### src/rtl/core/eqf_pkg.sv
// shared types, constants and command codes of the qrs enhancement filter
package eqf_pkg;

  localparam int DIFF_LEN       = 12;
  localparam int DIFF_HALF      = DIFF_LEN / 2;
  localparam int MAX_WINDOW     = 1024;
  localparam int WIN_AW         = $clog2(MAX_WINDOW);
  localparam int WIN_CW         = WIN_AW + 1;
  localparam int MAX_GAIN_DELAY = 64;
  localparam int GD_AW          = $clog2(MAX_GAIN_DELAY);
  localparam int MAX_ORDER      = 8;
  localparam int PO_AW          = $clog2(MAX_ORDER);
  localparam int MAX_AVERAGE    = 64;
  localparam int AV_AW          = $clog2(MAX_AVERAGE);

  localparam int SAMPLE_W = 16;
  localparam int VAL_W    = 31;
  localparam int STAMP_W  = 32;
  localparam int SUM_W    = 38;
  localparam int DIVS_W   = 16;
  localparam int DIVD_W   = DIVS_W + VAL_W;
  localparam int PROD_W   = 2 * VAL_W;
  localparam int DQ_W     = STAMP_W + DIVS_W;

  localparam logic [VAL_W-1:0] SAT31 = '1;

  typedef enum logic [2:0] {
    REG_MAX_WINDOW,
    REG_GAIN_DELAY,
    REG_PRODUCT_ORDER,
    REG_GAIN_CEILING,
    REG_GAIN_FLOOR,
    REG_AVERAGE_LENGTH,
    REG_AVERAGE_SHIFT
  } reg_idx_t;

  typedef struct packed {
    logic [10:0] max_window;
    logic [6:0]  gain_delay;
    logic [3:0]  product_order;
    logic [30:0] gain_ceiling;
    logic [14:0] gain_floor;
    logic [6:0]  average_length;
    logic [2:0]  average_shift;
  } cfg_t;

  typedef enum logic [3:0] {
    OP_NONE,
    OP_LOAD,
    OP_RD_HEAD,
    OP_POP_FRONT,
    OP_RD_TAIL,
    OP_POP_BACK,
    OP_PUSH,
    OP_HEAD,
    OP_MUL,
    OP_DIV_START,
    OP_PROD_WR,
    OP_PROD_MUL,
    OP_PROD_SAT,
    OP_AVG_RD,
    OP_AVG_SUM,
    OP_OUT
  } op_t;

  typedef struct packed {
    logic empty;
    logic expired;
    logic dominated;
    logic div_busy;
    logic prod_last;
  } dp_status_t;

endpackage

### src/rtl/core/eqf_cfg.sv
// configuration register file with apb-style access
module eqf_cfg import eqf_pkg::*; (
  input  logic        clk,
  input  logic        rst_n,
  input  logic        psel,
  input  logic        penable,
  input  logic        pwrite,
  input  logic [4:0]  paddr,
  input  logic [31:0] pwdata,
  output logic [31:0] prdata,
  output logic        pready,
  output cfg_t        cfg
);

  cfg_t     cfg_r;
  reg_idx_t idx;
  logic     wr_en;

  assign idx    = reg_idx_t'(paddr[4:2]);
  assign wr_en  = psel & penable & pwrite;
  assign pready = 1'b1;
  assign cfg    = cfg_r;

  always_ff @(posedge clk) begin
    if (!rst_n) begin
      cfg_r.max_window     <= 11'd720;
      cfg_r.gain_delay     <= 7'd18;
      cfg_r.product_order  <= 4'd3;
      cfg_r.gain_ceiling   <= 31'd1023;
      cfg_r.gain_floor     <= 15'd8;
      cfg_r.average_length <= 7'd37;
      cfg_r.average_shift  <= 3'd6;
    end else if (wr_en) begin
      case (idx)
        REG_MAX_WINDOW:     cfg_r.max_window     <= pwdata[10:0];
        REG_GAIN_DELAY:     cfg_r.gain_delay     <= pwdata[6:0];
        REG_PRODUCT_ORDER:  cfg_r.product_order  <= pwdata[3:0];
        REG_GAIN_CEILING:   cfg_r.gain_ceiling   <= pwdata[30:0];
        REG_GAIN_FLOOR:     cfg_r.gain_floor     <= pwdata[14:0];
        REG_AVERAGE_LENGTH: cfg_r.average_length <= pwdata[6:0];
        REG_AVERAGE_SHIFT:  cfg_r.average_shift  <= pwdata[2:0];
        default: ;
      endcase
    end
  end

  always_comb begin
    case (idx)
      REG_MAX_WINDOW:     prdata = {21'b0, cfg_r.max_window};
      REG_GAIN_DELAY:     prdata = {25'b0, cfg_r.gain_delay};
      REG_PRODUCT_ORDER:  prdata = {28'b0, cfg_r.product_order};
      REG_GAIN_CEILING:   prdata = {1'b0, cfg_r.gain_ceiling};
      REG_GAIN_FLOOR:     prdata = {17'b0, cfg_r.gain_floor};
      REG_AVERAGE_LENGTH: prdata = {25'b0, cfg_r.average_length};
      REG_AVERAGE_SHIFT:  prdata = {29'b0, cfg_r.average_shift};
      default:            prdata = 32'b0;
    endcase
  end

endmodule

### config.mk
export PLATFORM = sky130hd
export DESIGN_NAME = eqf_cfg
export DESIGN_NICKNAME = d
export VERILOG_FILES = /design/src/rtl/core/eqf_pkg.sv /design/src/rtl/core/eqf_cfg.sv
export SDC_FILE = /design/constraint.sdc
export NUM_CORES = 1
export LEC_CHECK = 0
export BUFFER_PORTS_ARGS = -buffer_cell sky130_fd_sc_hd__buf_4
export CAP_MARGIN = 20
export CORE_UTILIZATION = 54
export CTS_BUF_LIST = sky130_fd_sc_hd__clkbuf_8
export DETAILED_ROUTE_END_ITERATION = 10
export PLACE_DENSITY = 0.92
export RECOVER_POWER = 100
export SYNTH_ARGS = -nofsm -noshare
export SYNTH_HDL_FRONTEND = slang
export SYNTH_SLANG_ARGS = --single-unit
### constraint.sdc
create_clock -name clk -period 2.81 [get_ports clk]
set_input_delay 0.4215 -clock clk [delete_from_list [all_inputs] [get_ports clk]]
set_output_delay 0.4215 -clock clk [all_outputs]
set_load 0.01 [all_outputs]
==> flow_summary.yaml <==
synthesis:
  synth_cell_types: 38
  synth_top_area_cell: "dfxtp_1"
  synth_mux_area_frac: 0.1996
  synth_fa_ha_area_frac: 0
  yosys_warnings: 0
  synthCells: 402
  synth_area_um2: 3742
  ys.flop_type: "dfxtp_1"
  synth_top_family_by_area: "multiplexers"
  syn_area_per_cell_um2: 9.309
  syn_nets: 444
  ys_async_sr_fraction: 0
  yosys_register_bits: 78
  synth_edf_count: 0
  synth_xor_area_frac: 0
  synth_compound_area_frac: 0.1194
  yosysTopAreaCellShare: 0.4173
  synthSimpleGateAreaFrac: 0.1926
  ys_top_cells_by_area: "dfxtp_1 (42%), mux2i_1 (18%), nand2_1 (8.5%)"
  seq_area_frac_synth: 0.4173
route:
  first_pass_iters: 4
  postRouteAntennaNets: 0
  drt_iter0_markers: 150
  drc_errors: 0
  vias: 3391
  viasPerCell: 5.532
  routedWlPerCell_um: 16.80
  drt_wl_total_um: 10300
floorplan:
  dieArea_um2: 7268
  core-area_um2: 6531
  die_width_um: 85.25
  chipHeight_um: 85.25
  io_pins: 153
  start_util: 0.5730
  num_rows: 29
power_and_ir_drop:
  ir_drop_uv: 356.7
  power.density_nw_per_um2: 488.8
  finalPower_uw: 2259
  p_leak_uw: 0.001932
clock_network:
  tritoncts.num_buffers: 9
  cts_hold_buf: 0
  path_clk_slew_ns: 0.08
  cts_tree: "yes"
  cts_max_level: 3
  clock-root-buffer: "clkbuf_8"
  clock_sinks: 78
  cts_resized: 0
  clockBufferDepth: 2
  cts_setup_buffers: 0
  clock_latency_ns: 0.34
hold_path:
  min_path_type: "input pin to flip-flop"
layout:
  nNetsFinal: 573
  stdcell_count: 613
  antenna_cells: 0
  post-route-util: 0.7077
  area_delta_synth_final_pct: 23.50
  drive_gt1_frac: 0.1660
  largest_register_ffs: 78
  n_fill_cell: 551
timing:
  hold_viol: 0
  tns_ns: 0
  fin_crit_ns: 2.517
  fin_skew_ns: 0
  max_freq_mhz: 397.3
  setup_viol: 0
  slew_headroom: -0.1727
  slew_violations: 100
  rsz0062_at_grt: "false"
  fin_crit_sh: 0.8957
  finalWorstSetupSlack_ns: 0.2930
  worstMarginPinSlew_ns: 1.759
global_route:
  grt_pass1_vias: 3393
  gr-total-overflow: 0
  grt_usage: 0.2899
  grt_pass1_wl_um: 16400
  grt_max_degree: 100
  grt_antenna_before_repair: 0
worst_setup_path:
  cp-start-kind: "input pin"
  worstSetupPathType: "input pin to output pin"
  critPathArrivalTime_ns: 2.10
  crit_path_max_fanout: 20
  cp-end-kind: "output pin"
  worst-endpoint-required_ns: 2.39
outcome:
  status: "finished with violations"
  violations: "max-capacitance violations, max-slew violations"
job:
  max_cap_violations: 1
placement:
  dp_hpwl_um: 7228
  placed_cells: 597
  place_ws_ns: 0.4500
  routabilityCongestion: 0.7700
  portBuffers: 147
[cell usage after synthesis (3+ instances only)]
library cell,number
nand2_2,3
o221a_1,3
inv_1,14
dfxtp_1,78
o2bb2ai_1,4
nor2_1,3
o22ai_1,4
nor2b_1,10
a221oi_1,3
o21ai_0,14
o211ai_1,13
and2_1,18
nand3_1,6
a22o_1,4
buf_6,7
mux2_2,3
nand2_1,85
nor2_2,3
a21boi_0,3
a22oi_1,10
clkbuf_1,12
o311ai_0,3
buf_4,5
buf_2,7
mux2i_1,69
nand3b_1,3
[kinds of logic after synthesis]
group	Yosys count
flops	78
buf+inv	47
mux	73
compound gates	61
simple gates	141
other cells	2
[through the flow]
step                      cell area [um^2]  hold slack, ns
after floorplan                       3742          0.4868
after global placement                4766          0.4586
after detailed placement              4766          0.4644
after CTS                             4980          0.3181
after global routing                  4622          0.3201
final                                 4622          0.3229
[final cells by class]
type                    instances  area (um^2)  area share
well taps                      77        96.34     0.02084
repair buffers                151        783.3      0.1695
multi-input cells             277         1914      0.4142
clock inverters                 7        90.09     0.01949
clock buffers                   9        123.9     0.02680
flip-flops and latches         78         1562      0.3378
inverters                      14        52.55     0.01137
[cell usage in the layout (no fill, tap or decap), types with 9 or more instances in the layout]
master / count
clkbuf_8: 9
dfxtp_1: 78
clkbuf_1: 92
o21ai_0: 14
buf_4: 57
nor2b_1: 10
mux2i_1: 69
inv_1: 15
o211ai_1: 13
and2_0: 11
nand2_1: 85
a22oi_1: 10
[worst paths after layout]
kind,slack [ns],startpoint,endpoint,depth (start not counted)
setup / recovery,0.29,paddr[3],prdata[19],5
hold / removal,0.32,pwdata[6],cfg[73],3
setup reg to reg,2.01,cfg[57],cfg[57],2
hold reg to reg,0.48,cfg[70],cfg[70],2
[critical path: stages]
cell      delay [ns]
buf_4           0.29
and2_0          0.54
nor2b_4         0.49
and2_1          0.19
clkbuf_1        0.15
[report_power, final]
part	leakage (uW)	switching, uW	internal, uW
combinational	0.00119	130	93.6
clock	0.000110	419	496
sequential	0.000630	7.73	1110
[routing by layer]
metal | GRT usage | part of all wire
met5 | 0 | 0
met4 | 0.1167 | 0.016
met3 | 0.05934 | 0.059
met2 | 0.5183 | 0.52
met1 | 0.3397 | 0.41
Power figures use the tool's default switching activity.
