$ cat src/rtl/core/eqf_pkg.sv
// shared types, constants and command codes of the qrs enhancement filter
package eqf_pkg;

  localparam int DIFF_LEN       = 12;
  localparam int DIFF_HALF      = DIFF_LEN / 2;
  localparam int MAX_WINDOW     = 1024;
  localparam int WIN_AW         = $clog2(MAX_WINDOW);
  localparam int WIN_CW         = WIN_AW + 1;
  localparam int MAX_GAIN_DELAY = 64;
  localparam int GD_AW          = $clog2(MAX_GAIN_DELAY);
  localparam int MAX_ORDER      = 8;
  localparam int PO_AW          = $clog2(MAX_ORDER);
  localparam int MAX_AVERAGE    = 64;
  localparam int AV_AW          = $clog2(MAX_AVERAGE);

  localparam int SAMPLE_W = 16;
  localparam int VAL_W    = 31;
  localparam int STAMP_W  = 32;
  localparam int SUM_W    = 38;
  localparam int DIVS_W   = 16;
  localparam int DIVD_W   = DIVS_W + VAL_W;
  localparam int PROD_W   = 2 * VAL_W;
  localparam int DQ_W     = STAMP_W + DIVS_W;

  localparam logic [VAL_W-1:0] SAT31 = '1;

  typedef enum logic [2:0] {
    REG_MAX_WINDOW,
    REG_GAIN_DELAY,
    REG_PRODUCT_ORDER,
    REG_GAIN_CEILING,
    REG_GAIN_FLOOR,
    REG_AVERAGE_LENGTH,
    REG_AVERAGE_SHIFT
  } reg_idx_t;

  typedef struct packed {
    logic [10:0] max_window;
    logic [6:0]  gain_delay;
    logic [3:0]  product_order;
    logic [30:0] gain_ceiling;
    logic [14:0] gain_floor;
    logic [6:0]  average_length;
    logic [2:0]  average_shift;
  } cfg_t;

  typedef enum logic [3:0] {
    OP_NONE,
    OP_LOAD,
    OP_RD_HEAD,
    OP_POP_FRONT,
    OP_RD_TAIL,
    OP_POP_BACK,
    OP_PUSH,
    OP_HEAD,
    OP_MUL,
    OP_DIV_START,
    OP_PROD_WR,
    OP_PROD_MUL,
    OP_PROD_SAT,
    OP_AVG_RD,
    OP_AVG_SUM,
    OP_OUT
  } op_t;

  typedef struct packed {
    logic empty;
    logic expired;
    logic dominated;
    logic div_busy;
    logic prod_last;
  } dp_status_t;

endpackage

$ cat src/rtl/core/eqf_ctrl.sv
// sequencer for one sample through the filter chain
module eqf_ctrl import eqf_pkg::*; (
  input  logic       clk,
  input  logic       rst_n,
  input  logic       in_valid,
  output logic       in_stall,
  output logic       out_valid,
  input  logic       out_stall,
  input  dp_status_t st,
  output op_t        op
);

  typedef enum logic [3:0] {
    S_IDLE,
    S_FR_RD,
    S_FR_EV,
    S_BK_RD,
    S_BK_EV,
    S_PUSH,
    S_HEAD,
    S_MUL,
    S_DIV_GO,
    S_DIV_WAIT,
    S_PROD_WR,
    S_PROD_MUL,
    S_PROD_SAT,
    S_AVG_RD,
    S_AVG_SUM,
    S_OUT
  } state_t;

  state_t state_r, state_nxt;
  logic   out_valid_r, out_valid_nxt;
  logic   out_free;

  assign out_free = !out_valid_r || !out_stall;

  always_comb begin
    state_nxt = state_r;
    op        = OP_NONE;
    case (state_r)
      S_IDLE: begin
        if (in_valid) begin
          op        = OP_LOAD;
          state_nxt = S_FR_RD;
        end
      end
      S_FR_RD: begin
        if (st.empty) begin
          state_nxt = S_BK_RD;
        end else begin
          op        = OP_RD_HEAD;
          state_nxt = S_FR_EV;
        end
      end
      S_FR_EV: begin
        if (st.expired) begin
          op        = OP_POP_FRONT;
          state_nxt = S_FR_RD;
        end else begin
          state_nxt = S_BK_RD;
        end
      end
      S_BK_RD: begin
        if (st.empty) begin
          state_nxt = S_PUSH;
        end else begin
          op        = OP_RD_TAIL;
          state_nxt = S_BK_EV;
        end
      end
      S_BK_EV: begin
        if (st.dominated) begin
          op        = OP_POP_BACK;
          state_nxt = S_BK_RD;
        end else begin
          state_nxt = S_PUSH;
        end
      end
      S_PUSH: begin
        op        = OP_PUSH;
        state_nxt = S_HEAD;
      end
      S_HEAD: begin
        op        = OP_HEAD;
        state_nxt = S_MUL;
      end
      S_MUL: begin
        op        = OP_MUL;
        state_nxt = S_DIV_GO;
      end
      S_DIV_GO: begin
        op        = OP_DIV_START;
        state_nxt = S_DIV_WAIT;
      end
      S_DIV_WAIT: begin
        if (!st.div_busy) state_nxt = S_PROD_WR;
      end
      S_PROD_WR: begin
        op        = OP_PROD_WR;
        state_nxt = S_PROD_MUL;
      end
      S_PROD_MUL: begin
        op        = OP_PROD_MUL;
        state_nxt = S_PROD_SAT;
      end
      S_PROD_SAT: begin
        op        = OP_PROD_SAT;
        state_nxt = st.prod_last ? S_AVG_RD : S_PROD_MUL;
      end
      S_AVG_RD: begin
        op        = OP_AVG_RD;
        state_nxt = S_AVG_SUM;
      end
      S_AVG_SUM: begin
        op        = OP_AVG_SUM;
        state_nxt = S_OUT;
      end
      S_OUT: begin
        // hold until the output register is free
        if (out_free) begin
          op        = OP_OUT;
          state_nxt = S_IDLE;
        end
      end
      default: state_nxt = S_IDLE;
    endcase
  end

  always_comb begin
    out_valid_nxt = out_valid_r;
    if (op == OP_OUT) begin
      out_valid_nxt = 1'b1;
    end else if (out_valid_r && !out_stall) begin
      out_valid_nxt = 1'b0;
    end
  end

  always_ff @(posedge clk) begin
    if (!rst_n) begin
      state_r     <= S_IDLE;
      out_valid_r <= 1'b0;
    end else begin
      state_r     <= state_nxt;
      out_valid_r <= out_valid_nxt;
    end
  end

  assign in_stall  = (state_r != S_IDLE);
  assign out_valid = out_valid_r;

endmodule

$ cat config.mk
export PLATFORM = sky130hd
export DESIGN_NAME = eqf_ctrl
export DESIGN_NICKNAME = d
export VERILOG_FILES = /design/src/rtl/core/eqf_pkg.sv /design/src/rtl/core/eqf_ctrl.sv
export SDC_FILE = /design/constraint.sdc
export NUM_CORES = 1
export LEC_CHECK = 0
export BUFFER_PORTS_ARGS = -buffer_cell sky130_fd_sc_hd__buf_2
export CORE_AREA = 2 2 39 41
export DETAILED_ROUTE_END_ITERATION = 16
export DIE_AREA = 0 0 41 43
export GPL_TIMING_DRIVEN = 0
export HOLD_SLACK_MARGIN = 0.03
export SETUP_SLACK_MARGIN = 0.4
export SLEW_MARGIN = 20
export SYNTH_ARGS = -nofsm -noshare
export SYNTH_HDL_FRONTEND = slang
export SYNTH_SLANG_ARGS = --single-unit
$ cat constraint.sdc
create_clock -name clk -period 2 [get_ports clk]
set_input_delay 0.4 -clock clk [delete_from_list [all_inputs] [get_ports clk]]
set_output_delay 0.4 -clock clk [all_outputs]
set_load 0.01 [all_outputs]
==> impl_metrics.tcl <==
set metrics [dict create \
    grt_pass1_vias 614 \
    vdd_drop_max_mv 0.296 \
    core-area_sq_mm 0.00138 \
    start_kind "flip-flop" \
    cts-hold-fix-buffers 0 \
    yosysWarnings 0 \
    fin_cells 113 \
    fin_total_pwr_mw 0.326 \
    maxSlewViolCount 0 \
    synth_seq_cells 5 \
    critical_path_class "reg -> out" \
    hp-class "in -> reg" \
    insertion_delay_ns 0.24 \
    cts_tree "yes" \
    timing.final.ws_setup_ns 0.274 \
    drt_iter0_drc 15 \
    numClockSinks 5 \
    route.met3.wl_um 74 \
    power_frac_seq 0.326 \
    relSlewSlack 0.838 \
    num_vias 621 \
    dpl.hpwl_um 950 \
    wl_met2_um 857 \
    hold_violations 0 \
    die_h_um 43 \
    post-place-ws_ns 0.407 \
    p_int_mw 0.235 \
    drcViolationCount 0 \
    r2r_cells 8 \
    drive_above_1_share 0.577 \
    synth.largest_area_cell "dfxtp_1" \
    multiInputGateArea_sq_um 377 \
    syn_to_final_growth_pct 68.2 \
    synth_top_area_frac 0.212 \
    ys_top_cells_by_area "dfxtp_1 21%, a21oi_1 8.5%, a31oi_1 8.0%, buf_6 7.2%, nor2_1 4.8%" \
    io_pins 15 \
    grt-ovfl-total 0 \
    cts.clk_slew.worst_paths_ns 0.04 \
    antennaDiodeCount 0 \
    viasPerCell 5.50 \
    grt_usage 0.195 \
    period_needed_ns 1.73 \
    antenna_found_initial 0 \
    synthDistinctLibCells 29 \
    port_buffers 14 \
    r2r-end "state_r[1]$_SDFFE_PN0P_" \
    whs_ns 0.433 \
    ys.flop_type "dfxtp_1" \
    cts.path.max_buffers 2 \
    setup_violations 0 \
    yosysMostFrequentCell "a21oi_1" \
    place.gp.congestion 0.743 \
    setup-tns-final_ns 0 \
    ys_top_cells_by_count "8 x a21oi_1, 6 x a31oi_1, 6 x nor2_1, 5 x dfxtp_1" \
    setup.worst_path.end "op[0]" \
    synth_edf_count 0 \
    power_leakage_nw 0.361 \
    initial_core_util 0.341 \
    drt_pass1_iterations 4 \
    cp.arrival_ns 1.33 \
    p_sw_frac 0.279 \
    placed_cells 94 \
    die_area_sq_mm 0.00176 \
    maxCapViolCount 0 \
    wl_met1_um 702 \
    reg2reg_from "state_r[0]$_SDFFE_PN0P_" \
    rsz0062_at_grt "yes" \
    synth_area_sq_um 472 \
    clock_power_share 0.349 \
    ys_seq_area_frac 0.212 \
    fin_skew_ns 0.00460 \
    htree_levels 1 \
    cts_inserted_buffers 3 \
    avgSynthCellArea_sq_um 7.37 \
    rows 14 \
    die_w_um 41 \
    clock.fmax_mhz 579 \
    fin_nets 107 \
    nFillCells 128 \
    tightestPinTransition_ns 0.241 \
    worstHoldPathCells 2 \
    grt_pass1_wl_mm 2.36 \
    top_layer "met4" \
    grt_max_degree 11 \
    power_density_mw_per_mm2 410 \
    rrSetupSlack_ns 0.63 \
    fin_crit_sh 0.863 \
    postSynth.asyncResetShare 0 \
    p_comb_frac 0.325 \
    synthCells 64 \
    end_kind "output pin" \
    ant_nets 0 \
    synth_nets 73 \
    startpoint "state_r[0]$_SDFFE_PN0P_" \
    path_max_fanout 5 \
    required_ns 1.60 \
    cts-root-buf "clkbuf_4" \
    outcome "finished, final reports clean" \
    power.net_switching_mw 0.0908 \
    register_area_sq_um 110 \
    finalWirelength_mm 1.65 \
    wl_per_cell_um 14.6 \
]
sequential cells by signal, summed over array words and instances (netlist names):
| signal | count |
|---|---|
| out_valid | 1 |
| state_r | 4 |
cell type report:
| class | count | area share |
|---|---|---|
| Buffer | 4 | 0.0568 |
| Clock buffer | 4 | 0.0331 |
| Inverter | 3 | 0.0174 |
| Multi-Input combinational cell | 52 | 0.475 |
| Sequential cell | 5 | 0.139 |
| Tap cell | 16 | 0.0252 |
| Timing Repair Buffer | 29 | 0.254 |
layout by cell type (no fill, tap or decap), drive strengths merged, types with 2 or more instances in the layout:
| cell | n |
|---|---|
| nor2 | 7 |
| nand2b | 3 |
| a21oi | 8 |
| o221a | 2 |
| nand2 | 4 |
| buf | 33 |
| a31oi | 6 |
| and3 | 3 |
| nand4 | 2 |
| o21ai | 7 |
| dfxtp | 5 |
| inv | 3 |
| nor3b | 2 |
| clkbuf | 4 |
what timing repair did:
action / CTS / global route
gates resized for setup: 16 / 7
setup endpoints to repair: 4 / 5
pin swaps: 6 / 3
setup buffers: 11 / 4
routing by layer:
metal  track usage  up-vias
met5             0        -
met4         0.133        0
met3        0.0366        2
met2         0.309       20
met1         0.219      295
li1              -      304
stage by stage:
step | util | cell area (sq um)
final | 0.573 | 793
after global placement | 0.406 | 562
after detailed placement | 0.406 | 562
after floorplan | - | 472
after global routing | 0.573 | 793
after CTS | 0.534 | 739
logic make-up after synthesis:
group | Yosys count | share of synthesized area
AND/OR/NAND/NOR | 24 | 0.297
buffers and inverters | 7 | 0.111
flip-flops | 5 | 0.212
AO/OA/AOI/OAI | 28 | 0.379
power by group through the flow:
stage               clock network, mW  registers [mW]  logic, mW
floorplan                           0           0.108     0.0411
global placement                    0           0.109     0.0650
detailed placement                  0           0.109     0.0648
CTS                             0.119           0.107     0.0893
global route                    0.130           0.106      0.113
finish                          0.114           0.106      0.106
worst min path at each step:
stage	startpoint	end	slack [ns]
after floorplan	rst_n	state_r[2]$_SDFFE_PN0P_	0.52
after global routing	rst_n	state_r[2]$_SDFFE_PN0P_	0.43
after detailed placement	state_r[1]$_SDFFE_PN0P_	out_valid$_SDFFE_PN0P_	0.64
after global placement	state_r[1]$_SDFFE_PN0P_	out_valid$_SDFFE_PN0P_	0.63
final	rst_n	state_r[2]$_SDFFE_PN0P_	0.43
after CTS	rst_n	state_r[2]$_SDFFE_PN0P_	0.43
worst max-delay path, stage by stage, from the launching register on:
cell     delay [ns]
dfxtp_2        0.33
and2b_1        0.23
o21ai_2        0.09
o221a_4        0.26
o21ai_2        0.04
buf_2          0.13
(Power assumes the default switching activity.)
